--- config.mk ---
export PLATFORM = sky130hd
export DESIGN_NAME = can_signal_extractor_with_deadband
export DESIGN_NICKNAME = d
export VERILOG_FILES = /design/src/design/cse_pkg.sv /design/src/design/cse_speed_dec.sv /design/src/design/cse_state.sv /design/src/design/can_signal_extractor_with_deadband.sv
export SDC_FILE = /design/constraint.sdc
export NUM_CORES = 1
export LEC_CHECK = 0
export BUFFER_PORTS_ARGS = -buffer_cell sky130_fd_sc_hd__buf_4
export CELL_PAD_IN_SITES_DETAIL_PLACEMENT = 1
export CELL_PAD_IN_SITES_GLOBAL_PLACEMENT = 1
export CORE_ASPECT_RATIO = 0.5
export CORE_MARGIN = 2
export CORE_UTILIZATION = 40
export DETAILED_ROUTE_END_ITERATION = 7
export PLACE_DENSITY_LB_ADDON = 0.1
export SLEW_MARGIN = 0
export SYNTH_ARGS = -nofsm -noshare
export SYNTH_HDL_FRONTEND = slang
export SYNTH_HIERARCHICAL = 1
export SYNTH_SLANG_ARGS = --single-unit
--- constraint.sdc ---
create_clock -name clk -period 6.7 [get_ports clk]
set_clock_uncertainty 0.1 [all_clocks]
set_input_delay 0.67 -clock clk [delete_from_list [all_inputs] [get_ports clk]]
set_output_delay 0.67 -clock clk [all_outputs]
set_load 0.03 [all_outputs]
--- src/design/cse_pkg.sv ---
// Package for the CAN signal extractor: shared types, register indexes
// and constants. No dependencies.
package cse_pkg;

  localparam int unsigned IdW     = 11;
  localparam int unsigned LenW    = 4;
  localparam int unsigned ByteW   = 8;
  localparam int unsigned SpeedW  = 15;
  localparam int unsigned RawW    = 12;
  localparam int unsigned BandW   = 10;
  localparam int unsigned CountW  = 16;
  localparam int unsigned ModeW   = 2;
  localparam int unsigned CfgIdxW = 2;
  localparam int unsigned CfgW    = 16;

  // Input commands
  localparam logic CMD_FRAME = 1'b0;
  localparam logic CMD_TICK  = 1'b1;

  // Configuration register indexes
  localparam logic [CfgIdxW-1:0] REG_SPEED_ID = 2'd0;
  localparam logic [CfgIdxW-1:0] REG_MODE_ID  = 2'd1;
  localparam logic [CfgIdxW-1:0] REG_DEADBAND = 2'd2;
  localparam logic [CfgIdxW-1:0] REG_WINDOW   = 2'd3;

  // Reset values of the registers
  localparam logic [BandW-1:0]  DEADBAND_RST = 10'd30;
  localparam logic [CountW-1:0] WINDOW_RST   = 16'd1000;

  // Speed scaling: raw * 8 - 4000, in 0.01 km/h
  localparam int unsigned      SpeedShift   = 3;
  localparam logic [SpeedW-1:0] SPEED_OFFSET = 15'd4000;
  localparam logic [LenW-1:0]   MIN_LEN      = 4'd3;
  localparam logic [CountW-1:0] COUNT_MAX    = 16'hFFFF;

  typedef struct packed {
    logic              command;
    logic [IdW-1:0]    frame_id;
    logic [LenW-1:0]   data_length;
    logic [ByteW-1:0]  data_byte_zero;
    logic [ByteW-1:0]  data_byte_one;
    logic [ByteW-1:0]  data_byte_two;
  } item_t;

  typedef struct packed {
    logic [IdW-1:0]    speed_frame_id;
    logic [IdW-1:0]    mode_frame_id;
    logic [BandW-1:0]  speed_deadband;
    logic [CountW-1:0] rate_window_ms;
  } cfg_t;

  typedef struct packed {
    logic              speed_changed;
    logic [SpeedW-1:0] speed_centi_kmh;
    logic              mode_changed;
    logic [ModeW-1:0]  drive_mode;
    logic              rate_updated;
    logic [CountW-1:0] frame_rate;
  } result_t;

endpackage

--- src/design/cse_speed_dec.sv ---
// Speed field decode and deadband compare for the CAN signal extractor.
// Depends on cse_pkg.
module cse_speed_dec
  import cse_pkg::*;
(
  input  logic [LenW-1:0]   data_length,
  input  logic [ByteW-1:0]  data_byte_one,
  input  logic [ByteW-1:0]  data_byte_two,
  input  logic [SpeedW-1:0] stored_speed,
  input  logic [BandW-1:0]  deadband,
  output logic [SpeedW-1:0] new_speed,
  output logic              beyond_band
);

  logic [RawW-1:0]   raw;
  logic [SpeedW-1:0] scaled;
  logic [SpeedW-1:0] diff;

  always_comb begin
    raw    = {data_byte_two, data_byte_one[ByteW-1:ByteW/2]};
    scaled = {raw, {SpeedShift{1'b0}}};
    // clamp at zero; short frames read as standstill
    if (data_length < MIN_LEN || scaled <= SPEED_OFFSET) begin
      new_speed = '0;
    end else begin
      new_speed = scaled - SPEED_OFFSET;
    end
    diff = (new_speed > stored_speed) ? new_speed - stored_speed
                                      : stored_speed - new_speed;
    beyond_band = diff > {{(SpeedW-BandW){1'b0}}, deadband};
  end

endmodule

--- src/design/cse_state.sv ---
// Tracked state of the CAN signal extractor: speed, mode, frame counter,
// window timer, published rate; forms each result. Needs cse_pkg, cse_speed_dec.
module cse_state
  import cse_pkg::*;
(
  input  logic    clk,
  input  logic    rst_n,
  input  logic    adv,
  input  item_t   item,
  input  cfg_t    cfg,
  output result_t result
);

  logic [SpeedW-1:0] speed_r, speed_nxt;
  logic [ModeW-1:0]  mode_r, mode_nxt;
  logic [CountW-1:0] count_r, count_nxt;
  logic [CountW-1:0] elapsed_r, elapsed_nxt;
  logic [CountW-1:0] rate_r, rate_nxt;

  logic [SpeedW-1:0] dec_speed;
  logic              dec_beyond;
  logic [CountW-1:0] count_inc;
  logic [ModeW-1:0]  frame_mode;
  logic              speed_chg, mode_chg, rate_upd;

  cse_speed_dec u_speed_dec (
    .data_length   (item.data_length),
    .data_byte_one (item.data_byte_one),
    .data_byte_two (item.data_byte_two),
    .stored_speed  (speed_r),
    .deadband      (cfg.speed_deadband),
    .new_speed     (dec_speed),
    .beyond_band   (dec_beyond)
  );

  always_comb begin
    speed_nxt   = speed_r;
    mode_nxt    = mode_r;
    count_nxt   = count_r;
    elapsed_nxt = elapsed_r;
    rate_nxt    = rate_r;
    speed_chg   = 1'b0;
    mode_chg    = 1'b0;
    rate_upd    = 1'b0;
    frame_mode  = item.data_byte_zero[ModeW-1:0];
    count_inc   = (count_r != COUNT_MAX) ? count_r + 1'b1 : count_r;

    if (item.command == CMD_TICK) begin
      if (elapsed_r != COUNT_MAX) elapsed_nxt = elapsed_r + 1'b1;
    end else begin
      count_nxt = count_inc;
      if (elapsed_r >= cfg.rate_window_ms) begin
        rate_nxt    = count_inc;
        count_nxt   = '0;
        elapsed_nxt = '0;
        rate_upd    = 1'b1;
      end
      if (item.frame_id == cfg.speed_frame_id && dec_beyond) begin
        speed_nxt = dec_speed;
        speed_chg = 1'b1;
      end
      if (cfg.mode_frame_id != '0 && item.frame_id == cfg.mode_frame_id &&
          frame_mode != mode_r) begin
        mode_nxt = frame_mode;
        mode_chg = 1'b1;
      end
    end

    result.speed_changed   = speed_chg;
    result.speed_centi_kmh = speed_nxt;
    result.mode_changed    = mode_chg;
    result.drive_mode      = mode_nxt;
    result.rate_updated    = rate_upd;
    result.frame_rate      = rate_nxt;
  end

  always_ff @(posedge clk) begin
    if (!rst_n) begin
      speed_r   <= '0;
      mode_r    <= '0;
      count_r   <= '0;
      elapsed_r <= '0;
      rate_r    <= '0;
    end else if (adv) begin
      speed_r   <= speed_nxt;
      mode_r    <= mode_nxt;
      count_r   <= count_nxt;
      elapsed_r <= elapsed_nxt;
      rate_r    <= rate_nxt;
    end
  end

endmodule

--- src/design/can_signal_extractor_with_deadband.sv ---
// CAN signal extractor top level: input register, state update, result register.
// The result is registered: an item passes the input register, then the result
// register; one item per cycle while out_ready does not stall the result side.
// Throughput is set by the single state update between the two registers.
// Reset (rst_n low, synchronous) empties both registers and restores defaults.
// Depends on cse_pkg, cse_state and cse_speed_dec.
module can_signal_extractor_with_deadband
  import cse_pkg::*;
(
  input  logic                clk,
  input  logic                rst_n,
  // configuration write port
  input  logic                cfg_we,
  input  logic [CfgIdxW-1:0]  cfg_index,
  input  logic [CfgW-1:0]     cfg_wdata,
  // input channel
  input  logic                in_valid,
  output logic                in_ready,
  input  logic                in_command,
  input  logic [IdW-1:0]      in_frame_id,
  input  logic [LenW-1:0]     in_data_length,
  input  logic [ByteW-1:0]    in_data_byte_zero,
  input  logic [ByteW-1:0]    in_data_byte_one,
  input  logic [ByteW-1:0]    in_data_byte_two,
  // result channel
  output logic                out_valid,
  input  logic                out_ready,
  output logic                out_speed_changed,
  output logic [SpeedW-1:0]   out_speed_centi_kmh,
  output logic                out_mode_changed,
  output logic [ModeW-1:0]    out_drive_mode,
  output logic                out_rate_updated,
  output logic [CountW-1:0]   out_frame_rate
);

  cfg_t    cfg_r;
  item_t   item_r;
  logic    in_valid_r;
  result_t res_r;
  logic    out_valid_r;
  result_t res_nxt;
  logic    adv;
  logic    in_xfer;

  // Advance the held item when the result register is empty or being drained
  assign adv      = in_valid_r && (!out_valid_r || out_ready);
  assign in_ready = !in_valid_r || adv;
  assign in_xfer  = in_valid && in_ready;

  // Config registers; the user writes only while the block is idle (not enforced)
  always_ff @(posedge clk) begin
    if (!rst_n) begin
      cfg_r.speed_frame_id <= '0;
      cfg_r.mode_frame_id  <= '0;
      cfg_r.speed_deadband <= DEADBAND_RST;
      cfg_r.rate_window_ms <= WINDOW_RST;
    end else if (cfg_we) begin
      unique case (cfg_index)
        REG_SPEED_ID: cfg_r.speed_frame_id <= cfg_wdata[IdW-1:0];
        REG_MODE_ID:  cfg_r.mode_frame_id  <= cfg_wdata[IdW-1:0];
        REG_DEADBAND: cfg_r.speed_deadband <= cfg_wdata[BandW-1:0];
        REG_WINDOW:   cfg_r.rate_window_ms <= cfg_wdata[CountW-1:0];
        default:      ;
      endcase
    end
  end

  // Input register: take a transfer whenever the slot is free or moving on
  always_ff @(posedge clk) begin
    if (!rst_n) begin
      in_valid_r <= 1'b0;
    end else begin
      in_valid_r <= in_xfer || (in_valid_r && !adv);
    end
  end

  always_ff @(posedge clk) begin
    if (in_xfer) begin
      item_r.command        <= in_command;
      item_r.frame_id       <= in_frame_id;
      item_r.data_length    <= in_data_length;
      item_r.data_byte_zero <= in_data_byte_zero;
      item_r.data_byte_one  <= in_data_byte_one;
      item_r.data_byte_two  <= in_data_byte_two;
    end
  end

  // State update and result forming; state commits only on advance
  cse_state u_state (
    .clk    (clk),
    .rst_n  (rst_n),
    .adv    (adv),
    .item   (item_r),
    .cfg    (cfg_r),
    .result (res_nxt)
  );

  // Result register: hold until the downstream side takes the transfer
  always_ff @(posedge clk) begin
    if (!rst_n) begin
      out_valid_r <= 1'b0;
    end else begin
      out_valid_r <= adv || (out_valid_r && !out_ready);
    end
  end

  always_ff @(posedge clk) begin
    if (adv) begin
      res_r <= res_nxt;
    end
  end

  assign out_valid           = out_valid_r;
  assign out_speed_changed   = res_r.speed_changed;
  assign out_speed_centi_kmh = res_r.speed_centi_kmh;
  assign out_mode_changed    = res_r.mode_changed;
  assign out_drive_mode      = res_r.drive_mode;
  assign out_rate_updated    = res_r.rate_updated;
  assign out_frame_rate      = res_r.frame_rate;

endmodule

---- Word-level counts from Yosys, hierarchy flattened ----
Cells that the tools add are included.
cells by class
  multipliers ............................. 0
  multiplexer cells ....................... 16
  bitwise logic cells ..................... 1
  div/mod/pow operators ................... 0
  reductions and logical operators ........ 25
  equal/unequal tests ..................... 9
  $add $sub $neg .......................... 5
  $lt $le $gt $ge ......................... 5
  shift operators ......................... 0
operators with widths
  cell                                                              number
  2-to-1 mux 16 bit                                                 7
  2-to-1 mux 15 bit                                                 4
  adder 16 x 1 -> 16 bit, second input constant                     2
  != test 16 bit, second input constant                             2
  subtractor 15 bit                                                 2
  equality test 11 bit                                              2
  greater-or-equal comparator 16 bit                                1
  > comparator 15 x 10 -> 1 bit                                     1
  > comparator 15 bit                                               1
  less-or-equal comparator 15 x 12 -> 1 bit, second input constant  1
  subtractor 15 x 12 -> 15 bit, second input constant               1
  nonzero test 11 bit                                               1
  AND reduction 2 bit                                               5
  logical AND 1 bit                                                 7
  logical OR 1 bit                                                  5
  equality test 2 bit, second input constant                        2
  zero test 1 bit                                                   4
  < comparator 4 x 2 -> 1 bit, second input constant                1
  2-to-1 mux 2 bit                                                  2
  2-to-1 mux 1 bit                                                  3
  AND reduction 3 bit                                               1
  equality test 2 x 1 -> 1 bit, second input constant               1
  zero test 2 bit                                                   1
  != test 2 x 1 -> 1 bit, second input constant                     1
  other kinds (3)                                                   3
storage, ports and cells
  bits in read-only memories .............. 0
  word-level logic and storage cells ...... 84
  bits in latches ......................... 0
  memories kept ........................... 0
  RAM bits ................................ 0
  output and inout port bits .............. 38
  bits in registers ....................... 185

---- Depth between registers and ports, before layout ----
Gate-level depths: netlist of the first run.
  depth after elaboration ................. 9
  depth in mapped cells ................... 35
  depth with buffers taken out ............ 31

---- By module ----
The synthesis of the first run kept the hierarchy.
modules (own cells, without submodules)
  module                              cells each  area an instance (um^2)  instances
  cse_state                           587         4684.5                   1
  can_signal_extractor_with_deadband  274         4230.3                   1
  cse_speed_dec                       256         1794.2                   1

---- Worst setup path before layout of the first run ----
No wires, ideal clock.
  kind .................................... flip-flop to flip-flop
  from .................................... reg item_r[14] (netlist name)
  to ...................................... reg res_r, in the netlist out_speed_centi_kmh[0] (data pin)
  library setup time ...................... 260 ps
  setup slack ............................. 356 ps
  buffers on the path ..................... 3
  arrival time ............................ 5984 ps
  stages on the path, launching flop included .. 31
  period minus slack after synthesis ...... 6344 ps
  cell sequence ........................... edfxtp_1 > inv_1 > ha_1 > nor2_1 > nand2_1 > a21oi_1 > o41ai_1 > inv_1 > and2_1 > ha_1 > nor4b_4 > nor3_1 > o32a_1 > o21ba_4 > nor2_4 > buf_8 > buf_2 > mux2_2 > ha_1 > nand4_1 > nor2_1 > nor2_1 > a21oi_1 > a211oi_1 > o21a_1 > nand4_1 > nor2b_1 > nand4_1 > nor3_1 > clkbuf_1 > mux2_2
RTL lines
  element                 line                                       source
  end signal: assignment  can_signal_extractor_with_deadband.sv:109  res_r <= res_nxt;
  end: declaration        can_signal_extractor_with_deadband.sv:39   result_t res_r;

==> results.txt, run 1 <==
----------------------------------------------------
[Route]
  DR vias ... approximately 8500
  Vias per Instance ... 5.61
  DR DRC count ... 0
  TritonRoute pass-1 iters ... 4
  Antenna-violating nets left ... 0
  Total routed wirelength ... 28900 um
  Number of violations reported at the end of detailed-routing iteration 0 ... 414
  Final routed wire length divided by cell count ... 19.0 um

[Die]
  Initial standard-cell utilization of the core ... 41.0%
  IO Count ... 101
  Row count ... just over 40
  Chip height ... 118 um
  Area of the die ... around 0.027 mm2
  Core Box Area ... around 0.025 mm2
  Width of the chip ... 232 um

[STA]
  Final Cycle Share ... between 90 and 100%
  Final Setup Violations ... 0
  Worst slack on hold paths ... a little under 300 ps
  Time the worst path needs with I/O delays and setup ... about 6400 ps
  Final Max Tran Viols ... 0
  Final Hold Viols ... 0
  Rel. slew slack ... 24.6%
  F_max ... ~160 MHz
  Worst slew pin tran ... 1130 ps

[Final layout]
  Area added between synthesis and finish ... 15.4%
  Share of layout cells above drive strength 1 ... 17.2%
  Util after Layout ... between 40% and 50%
  Post-Layout Inst Area ... around 0.012 mm2
  Number of nets in the layout ... approximately 1300
  Number of antenna repair diodes ... 0

[Clock tree]
  Clock buffers created by TritonCTS ... 17
  Largest buffer count on any clock path ... 2
  Root cell of the clock tree ... clkbuf_16
  CTS Sinks ... 181
  Register clock-pin slew on the reported worst setup and hold paths ... 70 ps
  Clock latency on the worst-skew pair ... roughly 450 ps
  CTS H-Tree Depth ... 4
  TritonCTS clock tree ... built
  Number of buffers inserted for hold repair after clock tree synthesis ... 0

[Global routing]
  Initial antenna violation count ... 0
  Combined global-route utilization of all metal layers ... 21.1%
  Global-route wire length before repair ... approximately 46000 um
  Final global-route overflow total ... 0
  Pin count of the biggest net entering global routing ... 80
  Number of global-route vias before repair ... 8934

[Power]
  Net switching power ... 699 uW
  Proportion of total power due to net switching ... 25.8%
  Leak pwr ... 4.72 nW
  Proportion of power drawn by the clock network ... 41.6%
  Combinational cell fraction of total power ... 14.3%
  Design internal power ... 2.01 mW
  Worst-case vdd ir drop ... 0.174 mV
  Power per unit of standard cell area ... 226 mW/mm2
  Part of the total power dissipated in sequential elements ... 44.1%

[Placement]
  Final HPWL DP ... 20100 um
  Port Buffer Count ... 90
  RD Place Congestion ... 0.843
  Post-DP Area ... around 0.011 mm2

[Critical path]
  FF-to-FF End ... out_speed_centi_kmh[10]$_DFFE_PP_
  Peak fanout along the critical path ... 15
  Worst setup endpoint ... out_speed_centi_kmh[10]$_DFFE_PP_
  Required time worst endpoint ... 6790 ps
  Startpoint of the most critical setup path ... item_r[14]$_DFFE_PP_
  Largest stage delay, worst path ... 420 ps
  Arrival time at the worst endpoint ... ~6400 ps
  Endpoint class of the critical path ... flip-flop
  Launch instance of the worst register-to-register path ... item_r[14]$_DFFE_PP_
  Worst Reg-to-Reg Cells ... 29
  Critical path class ... flip-flop to flip-flop
  Slowest-stage cell, CP ... edfxtp_1
  Minimum setup slack among reg-to-reg paths ... 350 ps
  Crit path launch type ... flip-flop

[Min path]
  Worst hold-check path type ... primary input to flip-flop

[Run status]
  Status ... completed

[Synth]
  Post-synthesis instance area ... 0.0104 mm2
  Synthesized instance count ... 1107
  Total number of yosys warnings ... 6
  Post-synthesis average cell area ... 9.40 um2

[Flow run]
  Count of max-cap constraint violations ... 0

----------------------------------------------------
state kept, by name, indices dropped and copies added, names as in the netlist, 15 cells and up:
| name | count |
|---|---|
| u_state/count_r | 16 |
| u_state/rate_r | 16 |
| cfg_r | 48 |
| out_speed_centi_kmh | 15 |
| u_state/speed_r | 15 |
| u_state/elapsed_r | 16 |
| out_frame_rate | 16 |
| item_r | 30 |
through the flow:
step | power, mW | setup slack (ps) | TNS (ps) | instances
2_1_floorplan | 1.48 | 356 | 0 | 1109
3_3_place_gp | 1.59 | 305 | 0 | 1485
3_5_place_dp | 1.60 | 111 | 0 | 1485
4_1_cts | 2.74 | 81.5 | 0 | 1517
5_1_grt | 2.82 | -72.8 | -868 | 1521
6_report | 2.71 | 346 | 0 | 1521
how the worst min path moves through the flow:
stage	from	slack, ps	endpoint	depth (start not counted)
detailed placement	cfg_r[12]$_SDFFE_PN0P_	350	cfg_r[12]$_SDFFE_PN0P_	2
global placement	u_state/rate_r[9]$_SDFFE_PN0P_	340	u_state/rate_r[9]$_SDFFE_PN0P_	2
CTS	in_frame_id[3]	270	item_r[31]$_DFFE_PP_	1
finish	in_frame_id[2]	300	item_r[30]$_DFFE_PP_	1
floorplan	u_state/rate_r[0]$_SDFFE_PN0P_	330	u_state/rate_r[0]$_SDFFE_PN0P_	2
global route	in_frame_id[2]	270	item_r[30]$_DFFE_PP_	1
cell usage in the layout (no fill, tap or decap), types with 5 or more instances in the layout:
master,instances
nand2_1,147
dfxtp_1,115
buf_4,101
inv_1,73
edfxtp_1,66
mux2i_1,62
ha_1,51
a21oi_1,50
nand3_1,49
nand4_1,38
mux2_2,35
xnor2_1,31
o21ai_0,30
nor2_1,28
o211ai_1,20
nor3_1,20
clkbuf_16,19
xor2_1,17
and3_1,16
nor4_1,14
a31oi_1,13
nor2b_1,11
or2_2,11
a41oi_1,10
nand2b_1,8
a211oi_1,8
o21a_1,7
and2_1,7
a32o_1,7
or3_1,6
bufinv_16,5
a21boi_0,5
a21o_1,5
area by class of cell:
type,instances,area (um2)
clock buffer,19,454
clock inverter,13,201
fill,2872,13400
inverter,75,282
multi-input combinational,786,5560
sequential,181,4280
tap,344,430
timing repair buffer,103,795
per-layer routing:
layer | wire [um] | vias to the layer above | global-route usage, %
met2 | 14700 | 107 | 37.8
met3 | 849 | 33 | 4.60
met1 | 12800 | 4281 | 25.0
met5 | 0 | - | 0
li1 | - | 4114 | -
met4 | 480 | 0 | 6.81
worst max-delay path, delay by kind of cell (launching register included):
family,cells,cell delay [ps]
and+or+nand+nor,10,1660
buffers and inverters,4,590
adders and majority gates,3,910
muxes,1,360
AOI/OAI and AO/OA,10,1940
DFF,1,420
xor gates and xnor gates,1,130
power by group through the flow:
stage | combinational [mW] | sequential (mW) | clock (mW)
after floorplan | 0.257 | 1.23 | 0
after global placement | 0.370 | 1.22 | 0
after CTS | 0.383 | 1.20 | 1.16
final | 0.389 | 1.20 | 1.13
after global routing | 0.429 | 1.20 | 1.19
after detailed placement | 0.379 | 1.22 | 0
what timing repair did:
action	CTS	global route
buffers inserted	0	2
setup endpoints to repair	0	30
resized for setup	0	8
Note: power is estimated with default switching activity, not from simulation.
==> run 2: changes to the inputs <==
--- a/config.mk
+++ b/config.mk
@@ -5,6 +5,7 @@
 export SDC_FILE = /design/constraint.sdc
 export NUM_CORES = 1
 export LEC_CHECK = 0
+export ABC_AREA = 1
 export BUFFER_PORTS_ARGS = -buffer_cell sky130_fd_sc_hd__buf_4
 export CELL_PAD_IN_SITES_DETAIL_PLACEMENT = 1
 export CELL_PAD_IN_SITES_GLOBAL_PLACEMENT = 1
==> results.txt, run 2 <==
----------------------------------------------------
[Run status]
  Status ... completed

[STA]
  F_max ... 164 MHz (+4.4%)
  Final Cycle Share ... 90.8% (-4.0 points)
  Worst slew pin tran ... 1270 ps (+144 ps)
  Final Max Tran Viols ... 0 (unchanged)
  RSZ-0062 raised after global routing ... false
  Final Setup Violations ... 0 (unchanged)
  Post-route worst setup slack ... 613 ps (+267 ps)
  Setup TNS ... 0 ps (unchanged)
  Time the worst path needs with I/O delays and setup ... 6090 ps (-267 ps)
  Final Hold Viols ... 0 (unchanged)
  Rel. slew slack ... 15.0% (-9.6 points)

[Die]
  Area of the die ... 0.0287 mm2 (+4.8%)
  Row count ... 42 (+2.4%)
  IO Count ... 101 (unchanged)
  Core Box Area ... 0.0266 mm2 (+4.9%)
  Initial standard-cell utilization of the core ... 41.0% (about the same)
  Width of the chip ... 238 um (+2.4%)
  Chip height ... 121 um (+2.4%)

[Placement]
  Post-DP Area ... 0.0118 mm2 (+4.9%)
  Pre-CTS setup slack ... 540 ps (+429 ps)
  Final HPWL DP ... 23300 um (+16%)
  RD Place Congestion ... 0.880 (+4.4%)
  Port Buffer Count ... 90 (unchanged)

[Global routing]
  Global-route wire length before repair ... 51800 um (+13%)
  Combined global-route utilization of all metal layers ... 22.8% (+1.7 points)
  Final global-route overflow total ... 0 (unchanged)
  Number of global-route vias before repair ... 10419 (+17%)
  Pin count of the biggest net entering global routing ... 65 (-19%)
  Initial antenna violation count ... 0 (unchanged)

[Final layout]
  Register Area ... 0.00428 mm2 (unchanged)
  Flip-flop count of the largest register, all copies and words added ... 48 (unchanged)
  Post-Layout Inst Area ... 0.0125 mm2 (+3.8%)
  Multi-input logic area ... 0.00545 mm2 (-2.1%)
  Area added between synthesis and finish ... 14.1%
  Leading registers by flop count ... cfg_r x48, item_r x30
  Number of nets in the layout ... 1754 (+37%)
  Most frequent cells in the layout ... 460 x nand2_1, 232 x inv_1, 220 x nor2_1, 119 x nand3_1, 115 x dfxtp_1
  Number of antenna repair diodes ... 0 (unchanged)
  Most common cell after layout, fill and taps aside ... nand2_1
  Share of layout cells above drive strength 1 ... 11.6% (-5.6 points)
  Top register by number of flip-flops ... cfg_r
  Fillcell total ... 3408 (+19%)

[Synth]
  Total number of yosys warnings ... 6 (unchanged)
  Post-synthesis instance area ... 0.0109 mm2 (+4.9%)
  Synthesized instance count ... 1566 (+41%)
  Post-synthesis average cell area ... 6.98 um2 (-26%)

[Critical path]
  Critical path class ... flip-flop to flip-flop
  Peak fanout along the critical path ... 16 (+1)
  Worst path most repeated cell ... nand2_1
  Crit path launch type ... flip-flop
  Worst Reg-to-Reg Cells ... 43 (+48%)
  Slowest-stage cell, CP ... edfxtp_1
  Largest stage delay, worst path ... 410 ps (about the same)
  Arrival time at the worst endpoint ... 6340 ps (-100 ps)
  Endpoint class of the critical path ... flip-flop
  Required time worst endpoint ... 6950 ps (+160 ps)

[Route]
  DR vias ... 9932 (+16%)
  Antenna-violating nets left ... 0 (unchanged)
  Number of violations reported at the end of detailed-routing iteration 0 ... 503 (+21%)
  Final routed wire length divided by cell count ... 15.6 um (-18%)
  TritonRoute pass-1 iters ... 4 (unchanged)
  DR DRC count ... 0 (unchanged)
  Vias per Instance ... 4.96 (-12%)
  Total routed wirelength ... 31300 um (+8.4%)

[Power]
  Leak pwr ... 6.14 nW (+30%)
  Proportion of total power due to net switching ... 33.5% (+7.7 points)
  Design internal power ... 2.00 mW (-0.85%)
  Proportion of power drawn by the clock network ... 35.9% (-5.7 points)
  Net switching power ... 1.01 mW (+44%)
  Worst-case vdd ir drop ... 0.198 mV (+14%)
  Combinational cell fraction of total power ... 22.6% (+8.3 points)
  Power per unit of standard cell area ... 241 mW/mm2 (+6.6%)
  Part of the total power dissipated in sequential elements ... 41.5% (-2.6 points)

[Clock tree]
  Clock buffers created by TritonCTS ... 17 (unchanged)
  CTS Sinks ... 181 (unchanged)
  Clock latency on the worst-skew pair ... 460 ps (about the same)
  Number of buffers inserted for hold repair after clock tree synthesis ... 0 (unchanged)
  TritonCTS clock tree ... built
  Register clock-pin slew on the reported worst setup and hold paths ... 80 ps (about the same)
  Largest buffer count on any clock path ... 2 (unchanged)
  Root cell of the clock tree ... clkbuf_16
  CTS H-Tree Depth ... 4 (unchanged)

[Flow run]
  Count of max-cap constraint violations ... 0 (unchanged)

[Min path]
  Worst hold-check path type ... primary input to flip-flop
  Cell depth of the worst min-delay path ... 1 (unchanged)

----------------------------------------------------
run 2: repair_timing:
item | in CTS | in global routing
buffers inserted | 0 | 0
endpoints found under the setup margin | 0 | 25
gates resized for setup | 0 | 3
run 2: metrics by stage:
| step | hold slack, ps | utilization, % | total power, mW | instances |
|---|---|---|---|---|
| floorplan | 342 | - | 1.75 | 1568 |
| global placement | 358 | 44.4 | 1.91 | 1969 |
| detailed placement | 368 | 44.4 | 1.94 | 1969 |
| CTS | 252 | 46.8 | 3.03 | 2001 |
| global route | 257 | 46.8 | 3.17 | 2001 |
| finish | 279 | 46.8 | 3.00 | 2001 |
run 2: worst paths after layout:
| kind | start | end | slack (ps) |
|---|---|---|---|
| setup / recovery | item_r[14]$_DFFE_PP_ | u_state/speed_r[10]$_SDFFE_PN0P_ | 610 |
| hold / removal | in_frame_id[9] | item_r[37]$_DFFE_PP_ | 280 |
| setup reg to reg | item_r[14]$_DFFE_PP_ | u_state/speed_r[10]$_SDFFE_PN0P_ | 610 |
| hold reg to reg | cfg_r[3]$_SDFFE_PN1P_ | cfg_r[3]$_SDFFE_PN1P_ | 380 |
run 2: layer usage:
layer / global-route usage (%) / vias up / routed length [um]
met5: 0 / - / 0
met4: 5.94 / 0 / 450
met1: 29.6 / 4783 / 15200
met2: 39.3 / 97 / 14800
met3: 4.16 / 32 / 796
li1: - / 5020 / -
run 2: layout make-up:
| type | instances | area share [%] |
|---|---|---|
| Clock buffer | 18 | 3.61 |
| Multi-Input combinational cell | 1095 | 43.7 |
| Timing Repair Buffer | 99 | 6.09 |
| Tap cell | 352 | 3.53 |
| Sequential cell | 181 | 34.4 |
| Clock inverter | 14 | 1.42 |
| Inverter | 242 | 7.31 |
run 2: worst max-delay path, delay by kind of cell, from the launching register on:
family / cells / cell delay [ps]
AOI/OAI and AO/OA: 3 / 490
and+or+nand+nor: 25 / 2630
adders and majority gates: 3 / 780
DFF: 1 / 410
buffers and inverters: 11 / 1280
xor gates and xnor gates: 1 / 220
run 2: power by group through the flow:
stage / Combinational [mW] / Sequential, mW / Clock [mW]
2_1_floorplan: 0.464 / 1.28 / 0
3_3_place_gp: 0.641 / 1.27 / 0
3_5_place_dp: 0.672 / 1.27 / 0
4_1_cts: 0.678 / 1.25 / 1.10
5_1_grt: 0.769 / 1.25 / 1.14
6_report: 0.678 / 1.25 / 1.08
==> run 3: changes to the inputs <==
--- a/config.mk
+++ b/config.mk
@@ -14,6 +14,7 @@
 export CORE_UTILIZATION = 40
 export DETAILED_ROUTE_END_ITERATION = 7
 export PLACE_DENSITY_LB_ADDON = 0.1
+export REMOVE_ABC_BUFFERS = 1
 export SLEW_MARGIN = 0
 export SYNTH_ARGS = -nofsm -noshare
 export SYNTH_HDL_FRONTEND = slang
==> results.txt, run 3 (same netlist as run 2, synthesis figures left out) <==
----------------------------------------------------
[Run status]
  Status ... completed

[Clock tree]
  Register clock-pin slew on the reported worst setup and hold paths ... 80 ps (about the same)
  TritonCTS clock tree ... built
  Clock latency on the worst-skew pair ... 450 ps (about the same)
  CTS Sinks ... 181 (unchanged)
  Number of buffers inserted for hold repair after clock tree synthesis ... 0 (unchanged)
  Clock buffers created by TritonCTS ... 17 (unchanged)
  Largest buffer count on any clock path ... 2 (unchanged)
  Root cell of the clock tree ... clkbuf_16
  CTS H-Tree Depth ... 4 (unchanged)

[STA]
  Setup TNS ... 0 ps (unchanged)
  Final Max Tran Viols ... 0 (unchanged)
  Time the worst path needs with I/O delays and setup ... 6090 ps (+5.48 ps)
  Final Cycle Share ... 90.9% (about the same)
  F_max ... 164 MHz (about the same)
  Final Setup Violations ... 0 (unchanged)
  Worst slew pin tran ... 1270 ps (-4.14 ps)
  Rel. slew slack ... 15.3% (+0.28 points)
  Final Hold Viols ... 0 (unchanged)
  RSZ-0062 raised after global routing ... false

[Min path]
  Worst hold-check path type ... primary input to flip-flop

[Placement]
  RD Place Congestion ... 0.891 (+1.3%)
  Total placed cells including tap cells ... 1967 (-0.10%)
  Port Buffer Count ... 90 (unchanged)
  Final HPWL DP ... 23400 um (+0.33%)

[Final layout]
  Leading registers by flop count ... cfg_r x48, item_r x30
  Register Area ... 0.00428 mm2 (unchanged)
  Most frequent cells in the layout ... 460 x nand2_1, 232 x inv_1, 219 x nor2_1, 119 x nand3_1, 115 x dfxtp_1
  Share of layout cells above drive strength 1 ... 11.6% (about the same)
  Most common cell after layout, fill and taps aside ... nand2_1
  Flip-flop count of the largest register, all copies and words added ... 48 (unchanged)
  Number of antenna repair diodes ... 0 (unchanged)
  Number of nets in the layout ... 1755 (+0.057%)
  Number of standard cells in the layout, taps in and fillers out ... 2002 (+0.050%)
  Top register by number of flip-flops ... cfg_r
  Area added between synthesis and finish ... 14.2% (about the same)
  Multi-input logic area ... 0.00545 mm2 (+0.14%)
  Fillcell total ... 3391 (-0.50%)

[Die]
  Core Box Area ... 0.0266 mm2 (unchanged)
  Row count ... 42 (unchanged)
  Area of the die ... 0.0287 mm2 (unchanged)
  Initial standard-cell utilization of the core ... 41.0% (unchanged)
  IO Count ... 101 (unchanged)
  Width of the chip ... 238 um (unchanged)
  Chip height ... 121 um (unchanged)

[Route]
  DR DRC count ... 0 (unchanged)
  Routed length on met3 ... 754 um (-5.3%)
  Antenna-violating nets left ... 0 (unchanged)
  Vias per Instance ... 4.98 (+0.25%)
  DR vias ... 9962 (+0.30%)
  Final routed wire length divided by cell count ... 15.7 um (+0.20%)
  Uppermost routed layer ... met4
  Total routed wirelength ... 31400 um (+0.25%)
  Number of violations reported at the end of detailed-routing iteration 0 ... 486 (-3.4%)
  Total routed wire length on the met1 layer ... 15100 um (-0.95%)
  TritonRoute pass-1 iters ... 5 (+1)
  Amount of wire on met2 after detailed routing ... 15300 um (+2.9%)

[Critical path]
  Endpoint class of the critical path ... flip-flop
  Slowest-stage cell, CP ... edfxtp_1
  Largest stage delay, worst path ... 400 ps (about the same)
  Arrival time at the worst endpoint ... 6180 ps (-160 ps)
  Required time worst endpoint ... 6780 ps (-170 ps)
  Critical path class ... flip-flop to flip-flop
  Worst path most repeated cell ... nand2_1
  Crit path launch type ... flip-flop
  Peak fanout along the critical path ... 15 (-1)

[Global routing]
  Final global-route overflow total ... 0 (unchanged)
  Pin count of the biggest net entering global routing ... 74 (+14%)
  Global-route wire length before repair ... 51700 um (-0.30%)
  Number of global-route vias before repair ... 10234 (-1.8%)
  Combined global-route utilization of all metal layers ... 22.8% (-0.042 points)
  Initial antenna violation count ... 0 (unchanged)

[Power]
  Worst-case vdd ir drop ... 0.183 mV (-7.7%)
  Overall power after layout ... 3.01 mW (+0.21%)
  Leak pwr ... 6.14 nW (about the same)
  Power per unit of standard cell area ... 241 mW/mm2 (+0.15%)

[Flow run]
  Count of max-cap constraint violations ... 0 (unchanged)

----------------------------------------------------
run 3: where the power goes:
| part | leakage, nW | switching [mW] | internal [mW] |
|---|---|---|---|
| sequential | 1.58 | 0.0449 | 1.20 |
| combinational | 4.26 | 0.440 | 0.230 |
| clock | 0.305 | 0.464 | 0.626 |
run 3: worst paths after layout:
kind                                             start                               end  slack (ps)  cells past startpoint
worst max-delay path              item_r[14]$_DFFE_PP_  out_speed_centi_kmh[4]$_DFFE_PP_         610                     39
worst min-delay path                    in_frame_id[4]              item_r[32]$_DFFE_PP_         290                      1
worst max register to register    item_r[14]$_DFFE_PP_  out_speed_centi_kmh[4]$_DFFE_PP_         610                     39
worst min register to register  cfg_r[20]$_SDFFE_PN1P_            cfg_r[20]$_SDFFE_PN1P_         370                      2
run 3: repair_timing:
item | 4_1_cts | 5_1_grt
setup buffers | 0 | 3
resized for setup | 0 | 5
endpoints found under the setup margin | 0 | 31
hold endpoints to repair | 0 | 0
run 3: layout make-up:
cell class,instances,share of cell area (%)
multi-input combinational,1095,43.7
sequential,181,34.3
inverter,242,7.30
timing repair buffer,100,6.05
clock buffer,20,3.75
tap,352,3.53
clock inverter,12,1.32
run 3: worst max-delay path: cells and delay by family (launching register included):
kind            cells  cell delay, ps
simple gates       22            2580
buf+inv             8             950
fa+ha+maj           3             870
compound gates      5             680
flops               1             400
xor+xnor            1             210
run 3: metal layers:
layer | vias to the layer above | GRT usage [%]
met5 | - | 0
met4 | 0 | 4.80
met3 | 20 | 3.91
met2 | 84 | 40.5
met1 | 4832 | 29.1
li1 | 5026 | -
run 3: through the flow:
step                      area (um2)  hold slack [ps]  util [%]  setup slack (ps)
after floorplan                10600              342         -              -505
after global placement         11800              360      44.3               625
after detailed placement       11800              362      44.3               333
after CTS                      12400              264      46.7               201
after global routing           12500              262      46.8              35.8
final                          12500              286      46.8               608
